File: config.mk
export PLATFORM = sky130hd
export DESIGN_NAME = scm_ram
export DESIGN_NICKNAME = d
export VERILOG_FILES = /design/src/design/symmetric_coincidence_matrix_macros.svh /design/src/design/scm_ram.sv
export SDC_FILE = /design/constraint.sdc
export NUM_CORES = 2
export LEC_CHECK = 0
export BUFFER_PORTS_ARGS = -buffer_cell sky130_fd_sc_hd__buf_2
export CAP_MARGIN = 20
export CORE_ASPECT_RATIO = 1.25
export CORE_MARGIN = 2
export CORE_UTILIZATION = 60
export DETAILED_ROUTE_END_ITERATION = 10
export PLACE_DENSITY = 0.86
export SYNTH_ARGS = -nofsm -noshare
export SYNTH_HDL_FRONTEND = slang
export SYNTH_SLANG_ARGS = --single-unit
export TNS_END_PERCENT = 100
File: constraint.sdc
create_clock -name clk -period 9.9 [get_ports clk]
set_input_delay 2.97 -clock clk [delete_from_list [all_inputs] [get_ports clk]]
set_output_delay 2.97 -clock clk [all_outputs]
set_load 0.01 [all_outputs]
File: src/design/symmetric_coincidence_matrix_macros.svh
// ----------------------------------------------------------------------------
// Symmetric coincidence matrix assertion macros
// Concurrent assertion wrappers. The enabled forms are compiled in simulation
// and left out when SYNTH is defined.
// ----------------------------------------------------------------------------
`ifndef SYMMETRIC_COINCIDENCE_MATRIX_MACROS_SVH
`define SYMMETRIC_COINCIDENCE_MATRIX_MACROS_SVH
`ifndef SYNTH
`define SCM_ASSERT_NOW(label, ante, cons) \
    label: assert property (@(posedge clk) disable iff (!rst_n) (ante) |-> (cons)) \
        else $error("scm: same-cycle assertion failed");
`define SCM_ASSERT_NEXT(label, ante, cons) \
    label: assert property (@(posedge clk) disable iff (!rst_n) (ante) |=> (cons)) \
        else $error("scm: next-cycle assertion failed");
`else
`define SCM_ASSERT_NOW(label, ante, cons)
`define SCM_ASSERT_NEXT(label, ante, cons)
`endif
`endif

File: src/design/scm_ram.sv
// ----------------------------------------------------------------------------
// Simple dual-port RAM
// One write port and one read port with registered read data; a read at the
// address being written returns the old contents.
// ----------------------------------------------------------------------------
`default_nettype none

module scm_ram #(
    parameter int DEPTH = 64,
    parameter int WIDTH = 32,
    localparam int AW   = $clog2(DEPTH)
) (
    input  logic             clk,
    input  logic             we,
    input  logic [AW-1:0]    waddr,
    input  logic [WIDTH-1:0] wdata,
    input  logic [AW-1:0]    raddr,
    output logic [WIDTH-1:0] rdata
);

    logic [WIDTH-1:0] mem [DEPTH];

    always_ff @(posedge clk)
    begin
        rdata <= mem[raddr];
        if (we)
        begin
            mem[waddr] <= wdata;
        end
    end

endmodule

`default_nettype wire

# Word-level counts from Yosys, hierarchy flattened
# Memories as Yosys holds them, arrays and structs flattened. A register that Yosys moved wholly into a read port is not among the register bits.
# Cells that the tools add are included.
dict set report totals {
  in_bits 46
  register_bits 0
  elab_cells 3
  out_inout_bits 32
  ramBits 2048
  memories 1
}
dict set report op_classes {
  mux 2
}
# name depth width rd rd_ports_with_merged_regs write_ports line
set mem_list {}
lappend mem_list {mem 64 32 1 1 1 scm_ram.sv:21} ;# logic [WIDTH-1:0] mem [DEPTH];
# operator n
set op_table {}
lappend op_table {{$mux W1} 2}

# Depth between registers and ports, before layout
dict set report depth {
  depth_word 2
  depth_mapped 10
  mapped_depth_nobuf 5
}

# Least setup slack after synthesis
# OpenSTA, ideal clock, no wires.
dict set report synth_path {
  path_kind {in2reg}
  from {input port waddr[3]}
  to {memory mem[48][0] (enable)}
  required_ns 9.439
  setup_slack_ns 3.770
  arrival_time_ns 5.669
  setup_ns 0.461
  cell_stages 4
  cell_sequence {clkbuf_1 nor2b_1 nand4b_1 nor3_1}
}
# item line
set synth_rtl {}
lappend synth_rtl {{from (decl)} scm_ram.sv:15} ;# input logic [AW-1:0] waddr,
lappend synth_rtl {{to (decl)} scm_ram.sv:21}
# No word-level cell before the write port.

==> metrics <==
DR pass1 iterations=8; antenna violations before repair=20; Setup Buffers After CTS=0; Synth Flop Type=edfxtp_1; status=completed; final cycle utilization of the critical path=0.635; Iteration-0 DRC Markers=approximately 7,600; top-count cell post-synth=edfxtp_1; first-pass GRT wire length=318,000 um; met2 usage=0.560; Leak=27.3 nW; total wire length=229,000 um; crit path time final=6290 ps; top cells by area, synth=edfxtp_1, mux4_2, mux2i_1; num rows=148; synth-to-layout area growth=11.9%; chip width=between 300 and 400 um; crit path capture type=flip-flop; CTS Buf Count=179; Min-Delay Startpoint=mem[13][4]; ys async rst share=0; routed len/inst=42.4 um; GRT Total Usage=0.347; # hold bufs at CTS=0; Max-slew headroom=0.133; Die ar.=0.134 mm^2; critical path's slowest cell=o22ai_1; post-synthesis cell count=~3,300; Cell Area, Synth=just under 0.08 mm^2; GRT Residual Overflow=0; PostCTS Resize Cnt=0; most common library cells after synthesis=edfxtp_1, mux4_2, nor2_1, mux2i_1, o22ai_1; post-synth top area share=0.783; Nets=3,571; WS Path Type=in2reg; Detailed Place HPWL=roughly 110,000 um; Final Non-Filler Cells=between 5,000 and 6,000; crit path DAT=6910 ps; CTS root buf=clkbuf_16; setup TNS=0 ps; # DRC=0; max cap viols=0; Die H=408 um; clk_skew=~29 ps; RSZ-0062 raised after global routing=no; Max rail drop VDD=0.192 mV; layout cells sized above 1=0.289; number of synthesized flops with an enable pin=2,048; Final Setup Violations=0; IO Port Bufs=between 70 and 80; Distinct cells, synth=34; Critical Path Max Stage Delay=between 1000 and 1500 ps; Routed Antenna Nets=0; CP max FO=between 100 and 150; startpoint types=input pin; Synth Net Count=~3,400; Slew Viols, Final=0; M1 GR Usage=0.428; Synth area leader=edfxtp_1; CTS max path bufs=3; worst setup path startpoint=raddr[0]; most frequent CP cell=mux4_2; I/O pins=78; layer carrying the most global-route usage=met2; vias per inst=7.44; CORE AREA=roughly 0.13 mm^2; syn avg cell area=between 20 and 25 um^2; GR Util met3=0.0798; Hold Crit Class=reg2reg; Hold Vio Cnt, Final=0; Clock Latency Late Sink=810 ps; RePlAce Congestion=0.802; H-Tree Depth=4; CP required=10,530 ps; crit path cell chain=buf_8 > buf_12 > mux4_2 > mux4_2 > o22ai_1 > nor2_1; r2r startpoint=mem[14][29]; post-synthesis sequential element count=roughly 2,100; CTS sink cnt=2,080; TritonCTS clock tree=built; sequential-to-total area share from yosys stat=0.791; vias in the first global route=roughly 40,000; Synth Warn #=0; placed cells=between 5,000 and 6,000; pin count of the biggest net entering global routing=143; cell area power density=203 mW/mm^2; initial core utilization=0.604; Least-Margin Pin Slew=1300 ps; DR vias=40,200; clock-pin slew on the worst setup and hold paths=roughly 70 ps; fmax=159 MHz
metal layers:
| metal | vias up | wire (um) |
|---|---|---|
| li1 | 14600 | - |
| met2 | 4244 | 113000 |
| met1 | 20500 | 68100 |
| met5 | - | 112 |
| met3 | 842 | 30500 |
| met4 | 20 | 17700 |
through the flow:
| stage | utilization | worst slack [ps] | instance area (um^2) | hold slack (ps) | power (W) |
|---|---|---|---|---|---|
| 2_1_floorplan | - | 3770 | 78500 | 663 | 0.0104 |
| 3_3_place_gp | 0.627 | 3070 | 81500 | 734 | 0.0108 |
| 3_5_place_dp | 0.627 | 2980 | 81500 | 755 | 0.0108 |
| 4_1_cts | 0.671 | 3750 | 87200 | 797 | 0.0178 |
| 5_1_grt | 0.676 | 3620 | 87800 | 849 | 0.0181 |
| 6_report | 0.676 | 3610 | 87900 | 806 | 0.0178 |
worst max-delay path: cells and delay by family:
| kind | cells | cell delay, ps |
|---|---|---|
| buf+inv | 2 | 1300 |
| mux | 2 | 1170 |
| compound gates | 1 | 1010 |
| simple gates | 1 | 140 |
area by class of cell:
cell class / count / area, um^2
sequential: 2080 / 62100
fill: 7154 / 42100
multi-input combinational: 1062 / 16000
clock buffer: 228 / 4860
tap: 1725 / 2160
timing repair buffer: 202 / 1820
clock inverter: 99 / 888
antenna: 9 / 22.5
worst paths after layout:
| check | endpoint | depth (start not counted) | slack [ps] |
|---|---|---|---|
| hold reg to reg | rdata[4] | 4 | 810 |
| setup / recovery | rdata[29] | 6 | 3610 |
| setup reg to reg | rdata[29] | 4 | 7090 |
| hold / removal | rdata[4] | 4 | 810 |
state kept, by name, indices dropped and copies added, names as in the netlist:
register / count
rdata: 32
mem: 2048
cell usage in the layout (no fill, tap or decap), types with 4 or more instances in the layout:
cell type     n
clkinv_4      4
and3_1        4
a41o_1        4
diode_2       9
clkbuf_8      9
mux4_2      544
nand3b_1      5
edfxtp_1   2048
a21oi_1      62
buf_12       34
nand2b_1      7
o22ai_1      83
mux2i_1      93
buf_2        73
nor2_1       75
nand3_1       5
nor2b_1      15
clkinv_2     24
clkbuf_16   184
buf_8         5
nor3_1        5
nand2_1      26
clkbuf_1     35
dfxtp_1      32
clkinv_1     47
nor2_4       62
o221ai_1     27
bufinv_16    16
buf_4        88
a22oi_1      12
a311oi_1      8
o32ai_1       4
report_power, final:
| part | total (W) | switching, W | internal (W) |
|---|---|---|---|
| registers | 0.00980 | 0.0000532 | 0.00974 |
| clock network | 0.00710 | 0.00322 | 0.00389 |
| logic | 0.000933 | 0.000594 | 0.000339 |
logic make-up after synthesis:
logic type | count (synthesis) | share of synthesized area
simple gates | 223 | 0.0127
compound gates | 202 | 0.0167
flops | 2080 | 0.791
mux | 637 | 0.168
buf+inv | 182 | 0.0113
Power figures use the tool's default switching activity.
