### src/design/symmetric_coincidence_matrix_macros.svh
// ----------------------------------------------------------------------------
// Symmetric coincidence matrix assertion macros
// Concurrent assertion wrappers. The enabled forms are compiled in simulation
// and left out when SYNTH is defined.
// ----------------------------------------------------------------------------
`ifndef SYMMETRIC_COINCIDENCE_MATRIX_MACROS_SVH
`define SYMMETRIC_COINCIDENCE_MATRIX_MACROS_SVH
`ifndef SYNTH
`define SCM_ASSERT_NOW(label, ante, cons) \
    label: assert property (@(posedge clk) disable iff (!rst_n) (ante) |-> (cons)) \
        else $error("scm: same-cycle assertion failed");
`define SCM_ASSERT_NEXT(label, ante, cons) \
    label: assert property (@(posedge clk) disable iff (!rst_n) (ante) |=> (cons)) \
        else $error("scm: next-cycle assertion failed");
`else
`define SCM_ASSERT_NOW(label, ante, cons)
`define SCM_ASSERT_NEXT(label, ante, cons)
`endif
`endif

### src/design/scm_pkg.sv
// ----------------------------------------------------------------------------
// Symmetric coincidence matrix package
// Shared constants, types and helper functions of the coincidence matrix.
// ----------------------------------------------------------------------------
`default_nettype none

package scm_pkg;

    localparam int CHANNELS   = 4096;
    localparam int MAX_MULT   = 40;
    localparam int CH_W       = 12;
    localparam int COUNT_W    = 32;
    localparam int CELL_TOTAL = CHANNELS * (CHANNELS + 1) / 2;
    localparam int ADDR_W     = $clog2(CELL_TOTAL);
    localparam int HIT_IDX_W  = $clog2(MAX_MULT);
    localparam int HIT_CNT_W  = $clog2(MAX_MULT + 1);
    localparam int PROD_W     = 2 * CH_W + 1;
    localparam int OUT_DEPTH  = 2;
    localparam int PEND_W     = $clog2(OUT_DEPTH + 1);

    typedef enum logic [1:0] {
        ST_CLEAR,
        ST_ACCEPT,
        ST_ISSUE
    } state_t;

    typedef enum logic {
        KIND_HIT  = 1'b0,
        KIND_READ = 1'b1
    } kind_t;

    typedef struct packed {
        logic               valid;
        logic [COUNT_W-1:0] count;
    } result_t;

    function automatic logic channel_valid(input logic [CH_W-1:0] ch);
        return (int'(ch) >= 1) && (int'(ch) <= CHANNELS - 2);
    endfunction

endpackage

`default_nettype wire

### src/design/scm_outq.sv
// ----------------------------------------------------------------------------
// Symmetric coincidence matrix result queue
// Two-entry queue that holds read results while the receiver stalls.
// ----------------------------------------------------------------------------
`default_nettype none

module scm_outq (
    input  logic                          clk,
    input  logic                          rst_n,
    input  scm_pkg::result_t              push,
    output logic                          out_valid,
    input  logic                          out_stall,
    output logic [scm_pkg::COUNT_W-1:0]   cell_count
);

    import scm_pkg::*;

    logic [PEND_W-1:0]  count_reg;
    logic [PEND_W-1:0]  count_next;
    logic [COUNT_W-1:0] slot0_reg;
    logic [COUNT_W-1:0] slot1_reg;
    logic               pop;

    assign out_valid  = (count_reg != '0);
    assign cell_count = slot0_reg;
    assign pop        = out_valid && !out_stall;

    always_comb
    begin
        count_next = count_reg;
        if (push.valid && !pop)
        begin
            count_next = count_reg + PEND_W'(1);
        end
        else if (pop && !push.valid)
        begin
            count_next = count_reg - PEND_W'(1);
        end
    end

    always_ff @(posedge clk or negedge rst_n)
    begin
        if (!rst_n)
        begin
            count_reg <= '0;
        end
        else
        begin
            count_reg <= count_next;
        end
    end

    always_ff @(posedge clk)
    begin
        if (pop)
        begin
            slot0_reg <= slot1_reg;
            if (push.valid && (count_reg == PEND_W'(1)))
            begin
                slot0_reg <= push.count;
            end
            if (push.valid && (count_reg == PEND_W'(OUT_DEPTH)))
            begin
                slot1_reg <= push.count;
            end
        end
        else if (push.valid)
        begin
            if (count_reg == '0)
            begin
                slot0_reg <= push.count;
            end
            else
            begin
                slot1_reg <= push.count;
            end
        end
    end

endmodule

`default_nettype wire

### config.mk
export PLATFORM = sky130hd
export DESIGN_NAME = scm_outq
export DESIGN_NICKNAME = d
export VERILOG_FILES = /design/src/design/symmetric_coincidence_matrix_macros.svh /design/src/design/scm_pkg.sv /design/src/design/scm_outq.sv
export SDC_FILE = /design/constraint.sdc
export NUM_CORES = 1
export LEC_CHECK = 0
export BUFFER_PORTS_ARGS = -buffer_cell sky130_fd_sc_hd__buf_2
export CAP_MARGIN = 20
export CORE_MARGIN = 1
export CORE_UTILIZATION = 45
export DETAILED_ROUTE_END_ITERATION = 10
export GPL_TIMING_DRIVEN = 0
export PLACE_DENSITY_LB_ADDON = 0.08
export SYNTH_ARGS = -nofsm -noshare
export SYNTH_HDL_FRONTEND = slang
export SYNTH_SLANG_ARGS = --single-unit
### constraint.sdc
create_clock -name clk -period 10.1 [get_ports clk]
set_input_delay 2.02 -clock clk [delete_from_list [all_inputs] [get_ports clk]]
set_output_delay 2.02 -clock clk [all_outputs]
set_load 0.005 [all_outputs]
# Word-level counts from Yosys, hierarchy flattened
# Index checks and enable logic that the tools add are counted.
[totals] reg_bits=66 input_bits=36 out_inout_bits=33 word_cells=34
[classes] addsub=2 eq_ne=4 n_mux=10 reduce_logical=15
[ops] operator="$mux 32" count=8
[ops] operator="$reduce_bool 2->1" count=4
[ops] operator="$logic_and 1x1->1" count=5
[ops] operator="$mux 2" count=2
[ops] operator="$logic_not 1->1" count=3
[ops] operator="$reduce_and 3->1" count=1
[ops] operator="$add 2x1->2 const B" count=1
[ops] operator="$eq 2x1->1 const B" count=1
[ops] operator="$eq 2x2->1 const B" count=1
[ops] operator="$logic_not 2->1" count=1
[ops] operator="$ne 2x1->1 const B" count=1
[ops] operator="$ne 2x2->1 const B" count=1
[ops] operator="$reduce_and 2->1" count=1
[ops] operator="$sub 2x1->2 const B" count=1

# Logic depth before layout (Yosys ltp)
# Gate-level depths: netlist of the first run.
[logic_depth] word_depth=5 ltp_mapped=6 ltp_nobuf=6

# Worst setup path after synthesis of the first run
# No wires, ideal clock.
[synth_path] kind="in2reg" from="input port out_stall" to="register slot1_reg[0] (enable)" setup_time_ns=0.461 t_arrival_ns=4.725 required_ns=9.639 slack_ns=4.914 path_stages=3 n_path_buf=0 cell_sequence="or2_2 > ha_1 > nor3_1"
[synth_via] elab_chain_cells=4 elab_cells_between_ends=6 classes_between="2 x eq/ne; 4 x reduce/logical"
[synth_rtl] item="start, declared" line="scm_outq.sv:12" text="input logic out_stall,"
[synth_rtl] item="$logic_not 1->1 (*)" line="scm_outq.sv:26" text="assign pop = out_valid && !out_stall;"
[synth_rtl] item="$logic_and 1x1->1 (*)" line="scm_outq.sv:26"
[synth_rtl] item="$ne 2x1->1 (no source line), or another cell as far along"
[synth_rtl] item="$reduce_and 3->1 (no source line) (*)"
[synth_rtl] item="end signal, assigned" line="scm_outq.sv:64" text="slot1_reg <= push.count;"
[synth_rtl] item="end signal, assigned" line="scm_outq.sv:75" text="slot1_reg <= push.count;"
[synth_rtl] item="end, declared" line="scm_outq.sv:21" text="logic [COUNT_W-1:0] slot1_reg;"
# Every way passes the cells marked *; elsewhere a longest branch is shown, timed or not.
# A chain may end at the register's enable or synchronous reset.

# Worst setup path in the final report of the first run
[layout_path] from="input port out_stall" to="register slot1_reg[29] (enable)"
# The elaborated chain is that of the path after synthesis.

==> run summary, run 1 <==
Post-Syn Nets -> 159
Initial antenna violation count -> 0
CTS H-tree lvls -> 3
Sequential share of the synthesized area -> 0.7833
Crit share post-route -> 0.3657
CP top delay family -> simple AND/OR/NAND/NOR gates
Syn avg cell area -> 21.33 sq um
Max_slew headroom -> 0.3522
Final Setup Violations -> 0
Setup TNS -> 0 ns
Final cell count without fillers -> 275
Peak supply drop -> 0.1365 mV
Largest family of logic cells by synthesized area -> multiplexers
Cells after Synth -> 118
Post_cts resized -> 0
Io pins -> 69
Vias per cell -> 4.767
DR WL/cell -> 15.24 um
Root Driver -> clkbuf_8
Hold Violations, Final -> 0
Hold depth -> 1
RSZ-0062 raised after global routing -> false
Num CTS Buffers -> 9
Mapped Area -> 0.002517 sq mm
Maximum clock frequency -> 270.7 MHz
CTS tree -> built
Path depth of the worst reg2reg path -> 6
Area grow syn2layout -> 26.64%
Worst path max stage delay -> 0.80 ns
Initial DRC count -> 48
Gr ovfl total -> 0
Crit path launch type -> primary input
Clock skew -> 0.005156 ns
Worst-Margin Slew -> 0.9664 ns
Worst skew pair latency -> 0.33 ns
Largest net degree at the start of global routing -> 27
Fin. max-slew vios -> 0
Die area -> 0.005897 sq mm
Synthesized flop and latch total -> 66
Number of antenna diodes -> 0
Status -> finished, final reports clean
CP max-delay cell -> nor3_2
Crit Path Class -> in2reg
Post-DP Area -> 0.003009 sq mm
Synth unique cells -> 13
# rows -> 26
Synth Area in Adders -> 0.02485
Clock-pin slew on the worst setup and hold paths -> 0.06 ns
First-pass GRT wire length -> 7.044 mm
CP bufs+invs -> 2
Vias post-DR -> 1311
Placed cells -> 259
Final Critical Period -> 3.694 ns
Lkg Pwr -> 0.001249 uW
Vias in the first global route -> 1437
Gr usage total -> 0.1645
Worst-path cell chain -> buf_2 > or2_2 > ha_1 > nor3_2 > buf_6
Hold wc startpoint -> count_reg[0]
Maxcap violations -> 0
Power Density -> 262.6 mW/mm^2
Synth Area in Compound Gates -> 0.009940
RR Startpoint -> count_reg[0]
Die Wd -> 76.80 um
Layout cells sized above 1 -> 0.5854
Die Span Y -> 76.80 um
Post-synthesis simple-gate area fraction -> 0.004473
Core Area -> 0.005238 sq mm
Final Util -> 0.6087
# Post-CTS Setup Buffers -> 0
IO buf count -> 68
CP Capture Type -> flip-flop
FF-to-FF End -> slot1_reg[29]
Hpwl dp -> 3.013 mm
Reg2reg setup slack -> 7.45 ns
Min-Delay Endpoint -> count_reg[0]
Crit-path max FO -> 11
Yosys warnings -> 0
Hold slack -> 0.5056 ns
Routed WL -> 4.191 mm
DRC -> 0
Clock sink count -> 66
Post-route cell area -> 0.003188 sq mm
Final #Nets -> 241
TritonRoute pass-1 iters -> 4
Post-synthesis mux area share -> 0.1511
Hold bufs inserted after CTS -> 0
CP Data Required Time -> 10.14 ns
Hold WC Path Type -> reg2reg
GP Congestion -> 0.7161
Final ANT Viol Nets -> 0
XOR/XNOR Fraction of Synth Area -> 0.006958
CTS max path bufs -> 2
Starting Density -> 0.4806
Data arrival, critical path -> 3.73 ns
kinds of logic (layout without fill, tap and decap cells):
family | after synthesis | count (layout)
DFF | 66 | 66
muxes | 34 | 34
buffers and inverters | 7 | 94
adders and majority gates | 5 | 5
AOI/OAI and AO/OA | 2 | 2
xor gates and xnor gates | 2 | 2
and+or+nand+nor | 2 | 2
report_power, final:
group / switching (uW) / internal [uW] / total [uW]
combinational: 108 / 107 / 215
clock: 89.5 / 114 / 203
sequential: 18.8 / 401 / 420
per-stage QoR:
step                      setup slack (ns)  power, uW
final                                6.406      837.2
after global routing                 6.276      885.7
after CTS                            6.392      849.2
after detailed placement             6.037      646.1
after global placement               3.775      619.7
after floorplan                      4.914      550.4
synthesized netlist by cell type, drive strengths merged:
master	instances	share of area
edfxtp	64	0.76
mux2	32	0.14
ha	5	0.025
inv	4	0.0060
buf	3	0.013
dfrtp	2	0.020
mux2i	2	0.0080
xor2	2	0.0070
a211oi	1	0.0080
a21oi	1	0.0020
nor3	1	0.0020
or2	1	0.0025
worst max path at each step:
stage	cells after the start	slack [ns]	end	start
finish	5	6.41	slot1_reg[29]	out_stall
global route	5	6.28	slot1_reg[29]	out_stall
CTS	5	6.39	slot1_reg[29]	out_stall
detailed placement	5	6.04	slot1_reg[22]	out_stall
global placement	4	3.78	slot1_reg[24]	out_stall
floorplan	3	4.91	slot1_reg[0]	out_stall
routing by layer:
metal	global-route usage	up-vias	wire length [um]
met5	0	-	0
met4	0.1096	0	96
met3	0.05476	9	270
met2	0.2696	45	2230
met1	0.1815	633	1593
li1	-	624	-
area by class of cell:
cell class / count / area (sq um)
fill: 423 / 2049
tap: 70 / 87.58
clock inverter: 3 / 40.04
multi-input combinational: 45 / 514.2
sequential: 66 / 1972
clock buffer: 13 / 138.9
buffer: 3 / 33.78
timing repair buffer: 71 / 386.6
inverter: 4 / 15.01
layout by cell type (no fill, tap or decap), types with 2 or more instances in the layout:
master / instances
dfrtp_1: 2
xor2_1: 2
clkbuf_1: 4
inv_1: 4
clkbuf_8: 9
mux2_1: 2
buf_2: 68
buf_6: 4
clkinv_2: 2
edfxtp_1: 64
mux2_2: 30
ha_1: 5
Note: power is estimated with default switching activity, not from simulation.
==> run 2: changes to the inputs <==
==> constraint.sdc (replaced) <==
create_clock -name clk -period 3.8 [get_ports clk]
set_input_delay 0.76 -clock clk [delete_from_list [all_inputs] [get_ports clk]]
set_output_delay 0.76 -clock clk [all_outputs]
set_load 0.005 [all_outputs]
==> run 2 against run 1 <==
Setup slack got worse by 5.2 ns. Total power increased to 2.6 times the previous value. Sequential share of layout area increased by 0.24 points. Non-clock buffer count decreased by 1.
==> run summary, run 2 (same netlist as run 1, synthesis figures left out) <==
Final Setup Violations -> 0
Number of antenna diodes -> 0
Starting Density -> 0.4806
Net Sw Frac -> 0.2656
Seq pwr share -> 0.516
Leading cell types in the layout, fill and taps excluded -> buf_2 (68), edfxtp_1 (64), mux2_2 (30), clkbuf_8 (9), ha_1 (5)
Hpwl dp -> 2.851 mm
FF-to-FF End -> slot1_reg[2]
Lkg Pwr -> 0.001235 uW
Clock skew -> 0.006621 ns
IO buf count -> 68
CP Data Required Time -> 3.83 ns
CTS tree -> built
RR Startpoint -> count_reg[0]
Power Density -> 680.8 mW/mm^2
Setup TNS -> 0 ns
Path depth of the worst reg2reg path -> 6
Final ANT Viol Nets -> 0
Clock network fraction of total power -> 0.215
Final Util -> 0.6063
Clock sink count -> 66
Gr ovfl total -> 0
Post-DP Area -> 0.003024 sq mm
Commonest non-fill, non-tap cell in the layout -> buf_2
DR WL/cell -> 14.90 um
Reg area -> 0.001972 sq mm
Largest net degree at the start of global routing -> 19
Switching power -> 574.1 uW
Gr usage total -> 0.1553
Final cell count without fillers -> 273
Num CTS Buffers -> 9
Placed cells -> 258
Area grow syn2layout -> 26.14%
DRC -> 0
Max_slew headroom -> 0.4465
Vias post-DR -> 1318
Vias in the first global route -> 1403
Io pins -> 69
Crit Path Class -> reg2reg
Reg2reg setup slack -> 1.25 ns
Peak supply drop -> 0.3452 mV
Crit-path max FO -> 18
Fin. max-slew vios -> 0
GP Congestion -> 0.7307
Routed WL -> 4.068 mm
Crit path launch type -> flip-flop
Status -> finished, final reports clean
Initial DRC count -> 37
Core Area -> 0.005238 sq mm
Hold Violations, Final -> 0
Layout cells sized above 1 -> 0.5813
Initial antenna violation count -> 0
Vias per cell -> 4.828
# Post-CTS Setup Buffers -> 0
CTS H-tree lvls -> 3
Fill cells -> 432
RSZ-0062 raised after global routing -> false
Post-route cell area -> 0.003176 sq mm
TritonRoute pass-1 iters -> 3
CP Capture Type -> flip-flop
Int Pwr -> 1588 uW
Die Span Y -> 76.80 um
Clock-pin slew on the worst setup and hold paths -> 0.06 ns
Hold WC Path Type -> in2async
# rows -> 26
Die Wd -> 76.80 um
Maxcap violations -> 0
Worst skew pair latency -> 0.33 ns
Maximum clock frequency -> 391.6 MHz
Setup crit start -> count_reg[0]
Root Driver -> clkbuf_8
Power, Total -> 2162 uW
Die area -> 0.005897 sq mm
Final #Nets -> 240
Worst-Margin Slew -> 0.8276 ns
CTS max path bufs -> 2
Multi-input logic area -> 520.5 sq um
Hold bufs inserted after CTS -> 0
First-pass GRT wire length -> 6.831 mm
Post_cts resized -> 0
Final Critical Period -> 2.554 ns
Data arrival, critical path -> 2.58 ns
Crit share post-route -> 0.6720
Combinational share of power -> 0.269
-- run 2: changes by cell type in the layout (fill, tap and decap cells not counted), sizes merged --
cell and change:
clkinv +1, buf -1, clkbuf -2, clkinvlp +1
bufinv -1
-- run 2: through the flow --
step | setup WS, ns | hold WS, ns
4_1_cts | 1.210 | 0.1930
3_3_place_gp | -0.03319 | 0.4820
3_5_place_dp | 1.094 | 0.4934
6_report | 1.246 | 0.2082
5_1_grt | 1.071 | 0.1974
2_1_floorplan | 0.8319 | 0.4644
-- run 2: critical path, cell delays in order (launching register included) --
cell and delay (ns):
dfrtp_1 0.38, inv_1 0.08, ha_1 0.29, or2_2 0.34
ha_1 0.21, nor3_4 0.71, buf_16 0.24
-- run 2: per-layer routing --
metal,GRT usage,share of wire,vias to the layer above
met2,0.2607,0.51,45
met3,0.04524,0.057,11
met5,0,0,-
met1,0.1767,0.40,631
li1,-,-,631
met4,0.08846,0.025,0
-- run 2: how the worst max path moves through the flow --
stage	end	depth (start not counted)	slack (ns)
2_1_floorplan	slot1_reg[0]	3	0.83
3_3_place_gp	cell_count[17]	2	-0.03
3_5_place_dp	slot1_reg[17]	5	1.09
4_1_cts	slot1_reg[3]	6	1.21
5_1_grt	slot1_reg[2]	6	1.07
6_report	slot1_reg[2]	6	1.25
-- run 2: layout make-up --
class                      instances  area share
inverter                           4    0.004728
clock buffer                      11     0.04137
sequential                        66      0.6210
clock inverter                     4    0.006304
timing repair buffer              70      0.1245
tap                               70     0.02758
multi-input combinational         45      0.1639
buffer                             3     0.01064
-- run 2: power groups by stage --
stage | sequential (uW) | clock [uW] | combinational, uW
4_1_cts | 1120 | 477 | 594
3_5_place_dp | 1130 | 0 | 591
6_report | 1120 | 464 | 581
2_1_floorplan | 1150 | 0 | 316
5_1_grt | 1140 | 506 | 637
3_3_place_gp | 1140 | 0 | 512
