**src/design/symmetric_coincidence_matrix_macros.svh**
```systemverilog
// ----------------------------------------------------------------------------
// Symmetric coincidence matrix assertion macros
// Concurrent assertion wrappers. The enabled forms are compiled in simulation
// and left out when SYNTH is defined.
// ----------------------------------------------------------------------------
`ifndef SYMMETRIC_COINCIDENCE_MATRIX_MACROS_SVH
`define SYMMETRIC_COINCIDENCE_MATRIX_MACROS_SVH
`ifndef SYNTH
`define SCM_ASSERT_NOW(label, ante, cons) \
    label: assert property (@(posedge clk) disable iff (!rst_n) (ante) |-> (cons)) \
        else $error("scm: same-cycle assertion failed");
`define SCM_ASSERT_NEXT(label, ante, cons) \
    label: assert property (@(posedge clk) disable iff (!rst_n) (ante) |=> (cons)) \
        else $error("scm: next-cycle assertion failed");
`else
`define SCM_ASSERT_NOW(label, ante, cons)
`define SCM_ASSERT_NEXT(label, ante, cons)
`endif
`endif

```
**src/design/scm_pkg.sv**
```systemverilog
// ----------------------------------------------------------------------------
// Symmetric coincidence matrix package
// Shared constants, types and helper functions of the coincidence matrix.
// ----------------------------------------------------------------------------
`default_nettype none

package scm_pkg;

    localparam int CHANNELS   = 4096;
    localparam int MAX_MULT   = 40;
    localparam int CH_W       = 12;
    localparam int COUNT_W    = 32;
    localparam int CELL_TOTAL = CHANNELS * (CHANNELS + 1) / 2;
    localparam int ADDR_W     = $clog2(CELL_TOTAL);
    localparam int HIT_IDX_W  = $clog2(MAX_MULT);
    localparam int HIT_CNT_W  = $clog2(MAX_MULT + 1);
    localparam int PROD_W     = 2 * CH_W + 1;
    localparam int OUT_DEPTH  = 2;
    localparam int PEND_W     = $clog2(OUT_DEPTH + 1);

    typedef enum logic [1:0] {
        ST_CLEAR,
        ST_ACCEPT,
        ST_ISSUE
    } state_t;

    typedef enum logic {
        KIND_HIT  = 1'b0,
        KIND_READ = 1'b1
    } kind_t;

    typedef struct packed {
        logic               valid;
        logic [COUNT_W-1:0] count;
    } result_t;

    function automatic logic channel_valid(input logic [CH_W-1:0] ch);
        return (int'(ch) >= 1) && (int'(ch) <= CHANNELS - 2);
    endfunction

endpackage

`default_nettype wire

```
**src/design/scm_ctrl.sv**
```systemverilog
// ----------------------------------------------------------------------------
// Symmetric coincidence matrix controller
// Sequences the clearing pass, the hit list and the read-modify-write
// pipeline on the count memory, with forwarding of the last write.
// ----------------------------------------------------------------------------
`default_nettype none
`include "symmetric_coincidence_matrix_macros.svh"

module scm_ctrl (
    input  logic                            clk,
    input  logic                            rst_n,
    input  logic                            in_valid,
    output logic                            in_stall,
    input  logic                            kind,
    input  logic [scm_pkg::CH_W-1:0]        channel,
    input  logic [scm_pkg::CH_W-1:0]        read_column,
    input  logic                            last_hit,
    input  logic                            out_take,
    output logic                            hit_we,
    output logic [scm_pkg::HIT_IDX_W-1:0]   hit_waddr,
    output logic [scm_pkg::CH_W-1:0]        hit_wdata,
    output logic [scm_pkg::HIT_IDX_W-1:0]   hit_raddr,
    input  logic [scm_pkg::CH_W-1:0]        hit_rdata,
    output logic                            cnt_we,
    output logic [scm_pkg::ADDR_W-1:0]      cnt_waddr,
    output logic [scm_pkg::COUNT_W-1:0]     cnt_wdata,
    output logic [scm_pkg::ADDR_W-1:0]      cnt_raddr,
    input  logic [scm_pkg::COUNT_W-1:0]     cnt_rdata,
    output scm_pkg::result_t                res
);

    import scm_pkg::*;

    state_t               state_reg;
    state_t               state_next;
    logic [ADDR_W-1:0]    clr_addr_reg;
    logic [HIT_CNT_W-1:0] hit_count_reg;
    logic [HIT_IDX_W-1:0] issue_idx_reg;
    logic [HIT_CNT_W-1:0] issue_n_reg;
    logic [CH_W-1:0]      cur_ch_reg;
    logic [PEND_W-1:0]    pend_reg;

    logic                 p1_valid_reg;
    logic                 p1_read_reg;
    logic [CH_W-1:0]      p1_a_reg;
    logic [CH_W-1:0]      p1_b_reg;
    logic                 p2_valid_reg;
    logic                 p2_read_reg;
    logic [ADDR_W-1:0]    p2_base_reg;
    logic [CH_W-1:0]      p2_lo_reg;
    logic                 p3_valid_reg;
    logic                 p3_read_reg;
    logic [ADDR_W-1:0]    p3_addr_reg;
    logic                 wl_valid_reg;
    logic [ADDR_W-1:0]    wl_addr_reg;
    logic [COUNT_W-1:0]   wl_data_reg;

    logic                 accept;
    logic                 acc_read;
    logic                 acc_hit;
    logic                 hit_room;
    logic                 start_issue;
    logic                 issue_done;
    logic                 issuing;
    logic                 clearing;
    logic                 clear_done;
    logic [CH_W-1:0]      p1_b;
    logic                 p1_ok;
    logic [CH_W-1:0]      p1_hi;
    logic [CH_W-1:0]      p1_lo;
    logic [PROD_W-1:0]    p1_hi_ext;
    logic [PROD_W-1:0]    p1_prod;
    logic [ADDR_W-1:0]    p2_addr;
    logic [COUNT_W-1:0]   p3_cur;
    logic                 p3_write;

    assign accept      = in_valid && !in_stall;
    assign acc_read    = accept && (kind == KIND_READ);
    assign acc_hit     = accept && (kind == KIND_HIT);
    assign hit_room    = hit_count_reg < HIT_CNT_W'(MAX_MULT);
    assign start_issue = acc_hit && hit_room && (hit_count_reg != '0) && channel_valid(channel);
    assign issue_done  = (HIT_CNT_W'(issue_idx_reg) + HIT_CNT_W'(1)) == issue_n_reg;
    assign clear_done  = clr_addr_reg == ADDR_W'(CELL_TOTAL - 1);

    always_comb
    begin
        state_next = state_reg;
        case (state_reg)
            ST_CLEAR:
            begin
                if (clear_done)
                begin
                    state_next = ST_ACCEPT;
                end
            end
            ST_ACCEPT:
            begin
                if (start_issue)
                begin
                    state_next = ST_ISSUE;
                end
            end
            ST_ISSUE:
            begin
                if (issue_done)
                begin
                    state_next = ST_ACCEPT;
                end
            end
            default:
            begin
                state_next = ST_CLEAR;
            end
        endcase
    end

    always_comb
    begin
        in_stall = 1'b1;
        issuing  = 1'b0;
        clearing = 1'b0;
        case (state_reg)
            ST_CLEAR:
            begin
                clearing = 1'b1;
            end
            ST_ACCEPT:
            begin
                in_stall = (pend_reg == PEND_W'(OUT_DEPTH));
            end
            ST_ISSUE:
            begin
                issuing = 1'b1;
            end
            default:
            begin
                in_stall = 1'b1;
            end
        endcase
    end

    assign hit_we    = acc_hit && hit_room;
    assign hit_waddr = hit_count_reg[HIT_IDX_W-1:0];
    assign hit_wdata = channel;
    assign hit_raddr = issue_idx_reg;

    always_comb
    begin
        p1_b      = p1_read_reg ? p1_b_reg : hit_rdata;
        p1_ok     = p1_valid_reg && (p1_read_reg || channel_valid(hit_rdata));
        p1_hi     = (p1_a_reg > p1_b) ? p1_a_reg : p1_b;
        p1_lo     = (p1_a_reg > p1_b) ? p1_b : p1_a_reg;
        p1_hi_ext = PROD_W'(p1_hi);
        p1_prod   = p1_hi_ext * (p1_hi_ext + PROD_W'(1));
    end

    assign p2_addr   = p2_base_reg + ADDR_W'(p2_lo_reg);
    assign cnt_raddr = p2_addr;

    assign p3_cur    = (wl_valid_reg && (wl_addr_reg == p3_addr_reg)) ? wl_data_reg : cnt_rdata;
    assign p3_write  = p3_valid_reg && !p3_read_reg;

    assign cnt_we    = clearing || p3_write;
    assign cnt_waddr = clearing ? clr_addr_reg : p3_addr_reg;
    assign cnt_wdata = clearing ? '0 : (p3_cur + COUNT_W'(1));

    assign res.valid = p3_valid_reg && p3_read_reg;
    assign res.count = p3_cur;

    always_ff @(posedge clk or negedge rst_n)
    begin
        if (!rst_n)
        begin
            state_reg     <= ST_CLEAR;
            clr_addr_reg  <= '0;
            hit_count_reg <= '0;
            issue_idx_reg <= '0;
            pend_reg      <= '0;
            p1_valid_reg  <= 1'b0;
            p2_valid_reg  <= 1'b0;
            p3_valid_reg  <= 1'b0;
            wl_valid_reg  <= 1'b0;
        end
        else
        begin
            state_reg <= state_next;
            if (clearing)
            begin
                clr_addr_reg <= clr_addr_reg + ADDR_W'(1);
            end
            if (acc_hit)
            begin
                if (last_hit)
                begin
                    hit_count_reg <= '0;
                end
                else if (hit_room)
                begin
                    hit_count_reg <= hit_count_reg + HIT_CNT_W'(1);
                end
            end
            if (start_issue)
            begin
                issue_idx_reg <= '0;
            end
            else if (issuing)
            begin
                issue_idx_reg <= issue_idx_reg + HIT_IDX_W'(1);
            end
            if (acc_read && !out_take)
            begin
                pend_reg <= pend_reg + PEND_W'(1);
            end
            else if (out_take && !acc_read)
            begin
                pend_reg <= pend_reg - PEND_W'(1);
            end
            p1_valid_reg <= issuing || acc_read;
            p2_valid_reg <= p1_ok;
            p3_valid_reg <= p2_valid_reg;
            wl_valid_reg <= p3_write;
        end
    end

    always_ff @(posedge clk)
    begin
        if (start_issue)
        begin
            issue_n_reg <= hit_count_reg;
            cur_ch_reg  <= channel;
        end
        p1_read_reg <= acc_read;
        p1_a_reg    <= acc_read ? channel : cur_ch_reg;
        p1_b_reg    <= read_column;
        p2_read_reg <= p1_read_reg;
        p2_base_reg <= ADDR_W'(p1_prod >> 1);
        p2_lo_reg   <= p1_lo;
        p3_read_reg <= p2_read_reg;
        p3_addr_reg <= p2_addr;
        wl_addr_reg <= p3_addr_reg;
        wl_data_reg <= cnt_wdata;
    end

    `SCM_ASSERT_NOW(a_hit_count_bound, 1'b1, hit_count_reg <= HIT_CNT_W'(MAX_MULT))
    `SCM_ASSERT_NOW(a_issue_in_range, state_reg == ST_ISSUE, HIT_CNT_W'(issue_idx_reg) < issue_n_reg)
    `SCM_ASSERT_NOW(a_no_update_in_clear, p3_write, state_reg != ST_CLEAR)
    `SCM_ASSERT_NOW(a_result_reserved, res.valid, pend_reg != '0)
    `SCM_ASSERT_NEXT(a_last_ends_event, acc_hit && last_hit, hit_count_reg == '0)

endmodule

`default_nettype wire

```
**config.mk**
```make
export PLATFORM = sky130hd
export DESIGN_NAME = scm_ctrl
export DESIGN_NICKNAME = d
export VERILOG_FILES = /design/src/design/scm_pkg.sv /design/src/design/scm_ctrl.sv
export VERILOG_INCLUDE_DIRS = /design/src /design/src/design
export SDC_FILE = /design/constraint.sdc
export NUM_CORES = 1
export LEC_CHECK = 0
export BUFFER_PORTS_ARGS = -buffer_cell sky130_fd_sc_hd__buf_4
export CAP_MARGIN = 20
export CORE_MARGIN = 2
export CORE_UTILIZATION = 47
export CTS_BUF_LIST = sky130_fd_sc_hd__clkbuf_8
export DETAILED_ROUTE_END_ITERATION = 12
export HOLD_SLACK_MARGIN = 0.15
export PLACE_DENSITY_LB_ADDON = 0.3
export SLEW_MARGIN = 10
export SYNTH_ARGS = -nofsm -noshare
export SYNTH_HDL_FRONTEND = slang
export SYNTH_SLANG_ARGS = --single-unit
```
**constraint.sdc**
```tcl
create_clock -name clk -period 8.65 [get_ports clk]
set_input_delay 0.4325 -clock clk [delete_from_list [all_inputs] [get_ports clk]]
set_output_delay 0.4325 -clock clk [all_outputs]
set_load 0.01 [all_outputs]
```
Word level (Yosys, flattened, before mapping)

Cells that the tools add are included.

Multiply operators: 1
Mux-type cells: 20
Reductions and logical operators: 28
Magnitude comparators: 6
Add/subtract/negate cells: 8
Equality and inequality tests: 9
Bitwise logic cells: 1

Operators by type and width:

| cell                                                                   | count |
|---|---|
| 32-bit two-way mux                                                     | 2 |
| 12-bit two-way mux                                                     | 4 |
| 32-bit by 1-bit adder with 32-bit output, second input constant        | 1 |
| 12-bit by 13-bit multiplier with 25-bit output                         | 1 |
| 24-bit by 1-bit adder with 24-bit output, second input constant        | 1 |
| 24-bit by 12-bit adder with 24-bit output                              | 1 |
| 24-bit equality test                                                   | 1 |
| 24-bit equality test, second input constant                            | 1 |
| 12-bit by 1-bit >= comparator with 1-bit output, second input constant | 2 |
| 12-bit less-or-equal comparator, second input constant                 | 2 |
| 24-bit two-way mux                                                     | 1 |
| 6-bit two-way mux                                                      | 4 |
| 1-bit logical AND                                                      | 14 |
| 12-bit by 1-bit adder with 13-bit output, second input constant        | 1 |
| 6-bit by 1-bit adder with 6-bit output, second input constant          | 2 |
| 12-bit > comparator                                                    | 1 |
| 2-bit two-way mux                                                      | 5 |
| 6-bit equality test                                                    | 1 |
| 6-bit < comparator, second input constant                              | 1 |
| 2-bit != test, second input constant                                   | 3 |
| 2-bit case mux with 3 select lines                                     | 1 |
| 2-bit nonzero test                                                     | 3 |
| 6-bit nonzero test                                                     | 1 |
| 2-bit equality test, second input constant                             | 2 |
| other kinds (10)                                                       | 17 |

Bits in registers: 205
Bits of input ports: 74
Output and inout port bits: 140
Logic and storage cells: 94

Depth between registers and ports, before layout

Gate-level depths: netlist (run 1).

Depth in word-level cells: 10
Mapped depth: 39
Gate-level depth less buffers: 34

Worst setup path after synthesis (run 1)

Ideal clock, no wire load.

Path type: reg2reg
Start: register p1_read_reg
End: register p2_base_reg[21]
Arrival: 8.650 ns
Setup time: 0.072 ns
Slack: -0.072 ns
Cell stages (with the launch flop): 37
Clock period less this slack: 8.722 ns
Path buffers: 5
Required time: 8.578 ns
Cell sequence: dfxtp_1 -> clkbuf_1 -> buf_2 -> mux2i_1 -> ha_1 -> a21o_1 -> a21o_1 -> a21oi_1 -> o211ai_1 -> nand2_1 -> clkbuf_1 -> o21ai_0 -> clkbuf_1 -> inv_1 -> ha_1 -> nand4_1 -> or4_1 -> and2_1 -> ha_1 -> clkbuf_1 -> nand2b_1 -> fa_1 -> inv_1 -> fa_1 -> fa_1 -> fa_1 -> inv_1 -> fa_1 -> inv_1 -> ha_1 -> or2_2 -> a21oi_1 -> a311oi_1 -> o21bai_1 -> a21o_1 -> nor2b_1 -> xnor2_1

Longest elaborated chain between the ends: 5

Ends and longest elaborated chain:

| item                                             | line            | RTL |
|---|---|---|
| start, declared                                  | scm_ctrl.sv:44  | `logic p1_read_reg;` |
| start signal, assigned                           | scm_ctrl.sv:232 | `p1_read_reg <= acc_read;` |
| 12-bit two-way mux *                             | scm_ctrl.sv:149 | `p1_b = p1_read_reg ? p1_b_reg : hit_rdata;` |
| 12-bit > comparator                              | scm_ctrl.sv:151 | `p1_hi = (p1_a_reg > p1_b) ? p1_a_reg : p1_b;` |
| 12-bit two-way mux *                             | scm_ctrl.sv:151 |  |
| 12-bit by 1-bit adder with 13-bit output         | scm_ctrl.sv:154 | `p1_prod = p1_hi_ext * (p1_hi_ext + PROD_W'(1));` |
| 12-bit by 13-bit multiplier with 25-bit output * | scm_ctrl.sv:154 |  |
| via p1_prod[22]                                  | scm_ctrl.sv:72  | `logic [PROD_W-1:0] p1_prod;` |
| end signal, assigned                             | scm_ctrl.sv:236 | `p2_base_reg <= ADDR_W'(p1_prod >> 1);` |
| end, declared                                    | scm_ctrl.sv:49  | `logic [ADDR_W-1:0] p2_base_reg;` |

Mark *: on every way through the listed nets, which the timed path passes. The rest lies on a longest branch.
A chain may end at the register's enable or synchronous reset.

Worst setup path after layout (run 1)

Ends and elaborated chain as after synthesis.

==> run summary, run 1 <==
status: finished clean
Antenna Diode Count: 0
Final Instance Area: 17820 um^2
Clock Sinks: 205
antenna violations before repair: 3
Max stage delay on crit path: 0.54 ns
CP endpoint kind: register
Slew HR: 35.04%
Crit Path Class: register to register
CTS H-Tree Depth: 2
CP Launch Type: register
share of cells above drive strength 1: 19.94%
Final period util: 95.27%
via count: 12085
syn_nets: 1949
Routed WL: 38790 um
ys async rst share: 21.46%
Clock Path Buffers: 3
clock root cell: clkbuf_8
IO buf count: 213
Crit-path slowest cell: fa_1
total grt overflow: 0
Mapped Cells: 1659
largest net degree at the start of global routing: 58
row cnt: 64
Worst Path Required: 9.10 ns
drt via density: 5.193
routed length per placed instance: 16.67 um
clk slew on worst S/H paths: 0.06 ns
Yosys warning count: 0
post-synthesis sequential area ratio: 30.69%
Worst Tran Pin Value: 0.9664 ns
final hold violations: 0
Ports: 214
DR pass1 iterations: 5
synthesized flop and latch total: 205
Mapped Area: 14680 um^2
number of flops mapped to enable cells by yosys: 18
RD Place Congestion: 0.8948
Core Area: 30670 um^2
RSZ-0062 raised after global routing: yes
Fmax: 121.3 MHz
DRT iter0 DRCs: 706
global-route wire length before repair: 62640 um
Die W: 180.7 um
CP max FO: 10
Pins Over Slew Limit: 0
max-cap violation count: 0
ys flop type: dfxtp_1
WP buf/inv: 5
Avg Inst Size Synth: 8.847 um^2
Worst EP arrival: 8.69 ns
Nets: 2193
clock skew: 0.04490 ns
vias in the first global route: 12502
Final HPWL DP: 30700 um
Filler cells: 2733
DRC viols: 0
Final setup viols: 0
crit-path leading delay family: adder cells
Crit path top cell by count: fa_1
worst setup margin: 0.4089 ns
Initial Util: 47.86%
CTS buffer count: 36
Period minus WS final: 8.241 ns
Synth cell types: 60
HP Class: input pin to register
CTS tree: done
die area: 32660 um^2
Die Y: 180.7 um
gr usage total: 23.50%
max reg flops: 32
clock latency on the worst-skew pair: 0.55 ns
Placed Area: 16720 um^2
area delta synth->final: 21.38%
Placement Setup Slack: -0.1470 ns
Antenna Nets Post-Route: 0
-- tightest hold or removal path, cell delays in order --
cell	delay, ns
buf_4	0.08
nor2_1	0.05
nand2_1	0.06
o31ai_1	0.06
-- Yosys cell counts, types with 3 or more instances --
master,count,area (um^2)
a211oi_1,3,22.52
or2_2,49,306.5
a41oi_1,3,26.28
or4_1,6,45.04
buf_2,3,15.01
inv_1,206,773.2
o211ai_1,7,52.55
nand4_1,31,193.9
nand2_1,260,975.9
xnor2_1,72,630.6
nor3_1,25,125.1
dfrtp_1,44,1101
dfxtp_1,143,2863
nor4_1,16,100.1
a31oi_1,9,56.30
a21oi_1,43,215.2
nor2b_1,11,68.82
buf_4,14,105.1
and2_1,11,68.82
clkbuf_1,45,168.9
o21ai_0,55,275.3
nand2b_1,41,256.5
xor2_1,48,420.4
a22o_1,4,35.03
nor3b_1,5,37.54
and4_1,7,61.31
o21bai_1,6,45.04
a21o_1,14,105.1
mux2_2,8,90.09
edfxtp_1,18,540.5
nand3_1,30,150.1
ha_1,106,1326
o21a_1,5,37.54
and3_1,22,137.6
mux2i_1,31,310.3
fa_1,110,2202
nor2_1,118,442.9
-- stage by stage --
| step | hold slack, ns | setup TNS, ns | utilization [%] | std cells |
|---|---|---|---|---|
| after floorplan | 0.1369 | 0 | - | 1659 |
| after global placement | 0.3364 | 0 | 54.52 | 2236 |
| after detailed placement | 0.3121 | -0.4378 | 54.52 | 2236 |
| after CTS | 0.2031 | 0 | 57.84 | 2327 |
| after global routing | 0.2537 | -0.05330 | 58.09 | 2327 |
| final | 0.2256 | 0 | 58.09 | 2327 |
-- layout by cell type, fill, tap and decap left out, types with 4 or more instances in the layout --
cell type      synthesis  routed
buf_4                 14     247
and2_1                11      11
dfrtp_1               44      44
ha_1                 106     104
clkbuf_8               0      41
nand3_1               30      30
a31oi_1                9       9
o211ai_1               7       7
nand2b_1              41      41
a21oi_2                0       4
o21bai_1               6       6
o21ai_0               55      52
mux2i_1               31      24
edfxtp_1              18      18
a21oi_1               43      39
mux2_2                 8       8
a22o_1                 4       4
xnor2_1               72      72
and3_1                22      22
nor3_1                25      25
or2_2                 49      49
or4_1                  6       5
nor3b_1                5       5
a21o_1                14      13
mux2i_2                0       6
nand2_1              260     260
and4_1                 7       7
nor2_1               118     117
clkinv_2               0       5
xor2_1                48      48
o21a_1                 5       5
dlygate4sd3_1          0      25
nor2b_1               11      11
nor4_1                16      16
nand4_1               31      31
dfxtp_1              143     142
fa_1                 110     110
inv_1                206     219
-- worst paths after layout --
kind | from | end | slack (ns) | cells past startpoint
worst max-delay path | p1_read_reg | p2_base_reg[21] | 0.41 | 32
max in group asynchronous | rst_n | clr_addr_reg[0] | 7.75 | 2
worst min register to register | p2_read_reg | p3_read_reg | 0.33 | 0
worst min-delay path | last_hit | hit_waddr[1] | 0.23 | 4
worst max register to register | p1_read_reg | p2_base_reg[21] | 0.41 | 32
min in group asynchronous | rst_n | hit_waddr[0] | 0.47 | 2
-- layout make-up --
| type | count | area (um^2) | area share (%) |
|---|---|---|---|
| clock buffers | 41 | 564.3 | 3.167 |
| clock inverters | 25 | 195.2 | 1.096 |
| inverters | 206 | 773.2 | 4.340 |
| multi-input cells | 1182 | 9175 | 51.50 |
| flip-flops and latches | 205 | 4508 | 25.30 |
| well taps | 396 | 495.5 | 2.781 |
| repair buffers | 272 | 2105 | 11.81 |
-- layer usage --
metal / routed length [um] / up-vias / track usage [%]
li1: - / 5862 / -
met1: 16700 / 5747 / 29.52
met2: 18960 / 401 / 42.13
met3: 2204 / 73 / 3.407
met4: 918 / 2 / 6.355
met5: 15 / - / 0
-- timing repair --
action / CTS / global route
setup endpoints to repair: 5 / 11
hold buffers: 25 / 0
gates resized for setup: 2 / 23
buffers inserted: 0 / 0
hold endpoints to repair: 80 / 0
pin swaps: 1 / 2
-- cell families after synthesis --
logic type	synth area share, %
fa+ha+maj	24.04
simple gates	20.81
xor+xnor	7.160
flops	30.69
compound gates	6.930
buf+inv	7.442
mux	2.932
Power of run 1 is left out: the tool's default activity adds up to more than one toggle a clock period on the data nets, which glitch-free logic cannot reach.
==> run 2: changes to the inputs <==
ABC_AREA = 1   (was default)
==> run 2 against run 1 <==
Against the previous run: via count increased by 7.6%; highest routed layer is now met4; synthesized cell count increased by 16%; largest cell class unchanged; non-clock buffer count decreased by 18; worst setup slack improved by 0.18 ns.
==> run summary, run 2 <==
status: finished clean
Placed Area: 16950 um^2
Worst Tran Pin Value: 0.7539 ns
RSZ-0062 raised after global routing: no
most common cell in the synthesized netlist: nand2_1
max-cap violation count: 0
Crit path top cell by count: inv_1
worst reg2reg path depth: 39
syn_nets: 2209
share of cells above drive strength 1: 17.30%
largest net degree at the start of global routing: 55
Reg area: 4504 um^2
Yosys warning count: 0
Pwr per Cell Area: 304.1 nW/um^2
Mapped Area: 14990 um^2
Filler cells: 2909
worst setup margin: 0.5902 ns
DR pass1 iterations: 5
Hold Crit Depth: 3
Hold Startpoint: in_valid
Yosys top cell by area: dfxtp_1
Final Instance Area: 18030 um^2
top cell type's share of synthesized area: 19.10%
Clock Sinks: 205
Worst VDD drop: 0.0002820 V
RR Startpoint: p1_read_reg
Synth cell types: 52
CTS tree: done
clk slew on worst S/H paths: 0.06 ns
final core utilization: 57.28%
DP Cell Count: 2508
total grt overflow: 0
r2r setup slk: 0.59 ns
drt via density: 5.005
Clock Path Buffers: 3
Antenna Diode Count: 0
Avg Inst Size Synth: 7.809 um^2
switching power: 2.481 mW
area delta synth->final: 20.31%
Final HPWL DP: 33330 um
Worst Path Required: 9.07 ns
clock skew: 0.02594 ns
footprint of the multi-input gates: 8954 um^2
antenna violations before repair: 0
Final period util: 93.18%
Post CTS Setup Buffer Count: 0
synthesized flop and latch total: 205
Crit Path Class: register to register
Die W: 182.6 um
die area: 33330 um^2
Ports: 214
Fmax: 124.1 MHz
Placement Setup Slack: 0.1149 ns
fin cells: 2599
clock latency on the worst-skew pair: 0.53 ns
Die Y: 182.6 um
final hold violations: 0
Nets: 2460
Initial Util: 47.61%
HP Class: input pin to register
routed length per placed instance: 15.69 um
Mapped Cells: 1919
Switching Fraction: 45.25%
global-route wire length before repair: 65480 um
post-synthesis sequential area ratio: 30.06%
crit path launch: p1_read_reg
number of flops mapped to enable cells by yosys: 18
TNS Setup: 0 ns
Routed WL: 40780 um
CP endpoint kind: register
Period minus WS final: 8.060 ns
Slew HR: 49.68%
synth cell count leaders: nand2_1, inv_1, nor2_1, dfxtp_1, fa_1
gr usage total: 24.66%
Flop pwr share: 23.8%
CTS H-Tree Depth: 2
Gate power share: 58.8%
commonest non-fill, non-tap cell in the layout: nand2_1
clock power share: 17.4%
CP max FO: 26
IO buf count: 213
LEAKAGE: 9.449 nW
max reg flops: 32
via count: 13008
vias in the first global route: 12949
CP Launch Type: register
Int Power: 3.001 mW
row cnt: 65
ys async rst share: 21.46%
Antenna Nets Post-Route: 0
Worst EP arrival: 8.48 ns
Core Area: 31470 um^2
Pins Over Slew Limit: 0
DRC viols: 0
CTS buffer count: 36
crit path to: p2_base_reg[19]
Final setup viols: 0
Area contributors post-synth: dfxtp_1, fa_1, nand2_1, ha_1, inv_1
RD Place Congestion: 0.9617
ys flop type: dfxtp_1
commonest non-fill, non-tap cells in the layout: nand2_1, inv_1, buf_4
DRT iter0 DRCs: 898
Critical R2R Capture: p2_base_reg[19]
clock root cell: clkbuf_8
Max stage delay on crit path: 0.57 ns
Crit-path slowest cell: fa_1
run 2: cell types whose count changed in the layout (fill, tap and decap cells not counted), moves of 21 or more:
cell	change
o21ai_0	+38
nand2b_1	-41
nor2_1	+54
a21oi_1	+23
nand2_1	+204
mux2i_1	-21
or2_2	-40
nand3_1	+32
xnor2_1	-43
nand2_2	+38
inv_1	+128
run 2: layout make-up:
cell class / count / share of cell area, %
clock inverters: 18 / 0.7217
multi-input cells: 1324 / 49.66
repair buffers: 254 / 10.99
flip-flops and latches: 205 / 24.98
inverters: 349 / 7.266
clock buffers: 47 / 3.588
well taps: 402 / 2.790
run 2: kinds of logic after synthesis:
| group | synth area share, % |
|---|---|
| mux | 0.3340 |
| flops | 30.06 |
| buf+inv | 10.44 |
| compound gates | 6.638 |
| fa+ha+maj | 23.55 |
| simple gates | 24.36 |
| xor+xnor | 4.617 |
run 2: what timing repair did:
action,CTS,global route
hold buffers,25,0
gates resized for setup,0,16
hold endpoints to repair,68,0
endpoints found under the setup margin,0,6
run 2: how the worst min path moves through the flow:
| stage | endpoint | slack [ns] |
|---|---|---|
| 6_report | p1_read_reg | 0.22 |
| 5_1_grt | p1_read_reg | 0.22 |
| 4_1_cts | p1_read_reg | 0.21 |
| 3_5_place_dp | p3_read_reg | 0.32 |
| 3_3_place_gp | p3_read_reg | 0.32 |
| 2_1_floorplan | clr_addr_reg[0] | 0.14 |
run 2: per-stage QoR:
step | total power, mW | hold slack [ns]
6_report | 5.482 | 0.2224
5_1_grt | 6.058 | 0.2178
4_1_cts | 5.499 | 0.2095
3_5_place_dp | 4.510 | 0.3212
3_3_place_gp | 4.455 | 0.3188
2_1_floorplan | 3.633 | 0.1369
run 2: worst max-delay path, delay by kind of cell, from the launching register on:
family / cells / cell delay (ns)
AOI/OAI and AO/OA: 10 / 1.64
buffers and inverters: 9 / 0.75
adders and majority gates: 9 / 3.70
and+or+nand+nor: 10 / 1.40
DFF: 1 / 0.32
xor gates and xnor gates: 1 / 0.15
run 2: per-layer routing:
| metal | vias up | wire [um] | GRT usage, % |
|---|---|---|---|
| li1 | 6443 | - | - |
| met1 | 6066 | 17850 | 32.27 |
| met2 | 416 | 19430 | 42.31 |
| met3 | 83 | 2305 | 3.313 |
| met4 | 0 | 1197 | 7.903 |
| met5 | - | 0 | 0 |
run 2: power by group through the flow:
stage / clock network, mW / logic [mW] / registers [mW]
after floorplan: 0 / 2.35 / 1.29
final: 0.952 / 3.23 / 1.30
after detailed placement: 0 / 3.19 / 1.32
after CTS: 0.973 / 3.22 / 1.30
after global placement: 0 / 3.14 / 1.32
after global routing: 1.02 / 3.71 / 1.33
Power figures use the tool's default switching activity.
==> run 3: changes to the inputs <==
CORE_MARGIN = default   (was 2)
PLACE_DENSITY_LB_ADDON = 0.2   (was 0.3)
==> run 3 against run 2 <==
Against the previous run: register-to-register slack lost 0.09 ns; total power down 0.40%; hold slack worse by 0.019 ns; critical path depth down 3; maximum frequency down 1.1%; routed wire length rose by 1.3%; clock skew is 0.0075 ns lower; cell area is essentially flat; via count fell by 0.91%; critical endpoint is now p2_base_reg[23]; largest cell class unchanged.
==> run summary, run 3 (synthesis gave the netlist of run 2 again) <==
status: finished clean
CP Launch Type: register
max-cap violation count: 0
gr usage total: 25.52%
Routed WL: 41330 um
crit-path leading delay family: adder cells
Crit Path Class: register to register
Period minus WS final: 8.151 ns
global-route wire length before repair: 65560 um
CTS buffer count: 38
routed length per placed instance: 15.87 um
vias in the first global route: 12561
commonest non-fill, non-tap cell in the layout: nand2_1
RD Place Congestion: 0.9333
max reg flops: 32
Reg area: 4504 um^2
CP endpoint kind: register
Core Area: 31470 um^2
Antenna Nets Post-Route: 0
DRC viols: 0
Die W: 180.6 um
CP max FO: 24
clock skew: 0.01845 ns
total grt overflow: 0
Ports: 214
Final HPWL DP: 34040 um
r2r setup slk: 0.50 ns
Pins Over Slew Limit: 0
Nets: 2462
Worst Path Required: 9.06 ns
TNS Setup: 0 ns
LEAKAGE: 9.433 nW
share of cells above drive strength 1: 17.45%
Placed Area: 16960 um^2
Filler cells: 3024
Slew HR: 51.07%
worst setup margin: 0.4988 ns
Final period util: 94.23%
crit path launch: p1_read_reg
Max stage delay on crit path: 0.56 ns
fin cells: 2604
drt via density: 4.950
Fmax: 122.7 MHz
Final Instance Area: 18020 um^2
clk slew on worst S/H paths: 0.06 ns
clock root cell: clkbuf_8
row cnt: 65
DR pass1 iterations: 5
Highest Signal Layer: met5
largest net degree at the start of global routing: 55
clock latency on the worst-skew pair: 0.52 ns
CTS tree: done
via count: 12890
die area: 32600 um^2
Pwr per Cell Area: 303.1 nW/um^2
Crit-path slowest cell: fa_1
footprint of the multi-input gates: 8957 um^2
Worst VDD drop: 0.0002632 V
RR Startpoint: p1_read_reg
area delta synth->final: 20.22%
Initial Util: 47.61%
CTS H-Tree Depth: 2
met3 WL: 1913 um
antenna violations before repair: 3
Final setup viols: 0
worst hold margin: 0.2034 ns
DRT iter0 DRCs: 777
commonest non-fill, non-tap cells in the layout: nand2_1, inv_1, buf_4
final hold violations: 0
Die Y: 180.6 um
Post CTS Setup Buffer Count: 0
IO buf count: 213
M1 WL: 18020 um
Clock Path Buffers: 3
WP buf/inv: 8
Hold Startpoint: in_valid
Clock Sinks: 205
Placement Setup Slack: 0.1375 ns
Worst EP arrival: 8.56 ns
DP Cell Count: 2509
WL met2: 20070 um
HP Class: input pin to register
Worst Tran Pin Value: 0.7331 ns
## run 3: path summary, 6_finish.rpt
path / to / cells past startpoint
worst max-delay path: p2_base_reg[23] / 36
worst min-delay path: p1_read_reg / 3
worst max register to register: p2_base_reg[23] / 36
worst min register to register: p3_read_reg / 0
max in group asynchronous: hit_waddr[1] / 2
min in group asynchronous: clr_addr_reg[3] / 2
## run 3: area by class of cell
| class | count | area share [%] |
|---|---|---|
| clock inverter | 20 | 0.5278 |
| clock buffer | 49 | 3.743 |
| inverter | 349 | 7.271 |
| timing repair buffer | 254 | 10.93 |
| antenna | 1 | 0.01389 |
| multi-input combinational | 1324 | 49.72 |
| sequential | 205 | 25.00 |
| tap | 402 | 2.792 |
## run 3: worst register-to-register path, delay by kind of cell (launching register included)
family	cells	cell delay (ns)
fa+ha+maj	9	3.74
compound gates	4	0.75
buf+inv	8	0.83
mux	1	0.44
xor+xnor	1	0.13
simple gates	13	1.82
flops	1	0.32
## run 3: report_power, final
group / internal (mW) / switching (mW) / leakage [nW]
combinational: 1.27 / 1.97 / 7.10
sequential: 1.18 / 0.117 / 1.89
clock: 0.511 / 0.407 / 0.441
## run 3: what timing repair did
| item | 4_1_cts | 5_1_grt |
|---|---|---|
| gates resized for setup | 0 | 14 |
| hold endpoints to repair | 68 | 0 |
| hold buffers | 25 | 0 |
| setup endpoints to repair | 0 | 6 |
## run 3: routing by layer
layer / global-route usage (%) / vias up
li1: - / 6456
met4: 8.615 / 4
met3: 3.961 / 80
met5: 0 / -
met2: 44.39 / 371
met1: 32.22 / 5979
## run 3: metrics by stage
step	utilization (%)	power, mW
2_1_floorplan	-	3.633
3_3_place_gp	53.88	4.496
3_5_place_dp	53.88	4.528
4_1_cts	57.12	5.482
5_1_grt	57.23	6.008
6_report	57.24	5.460
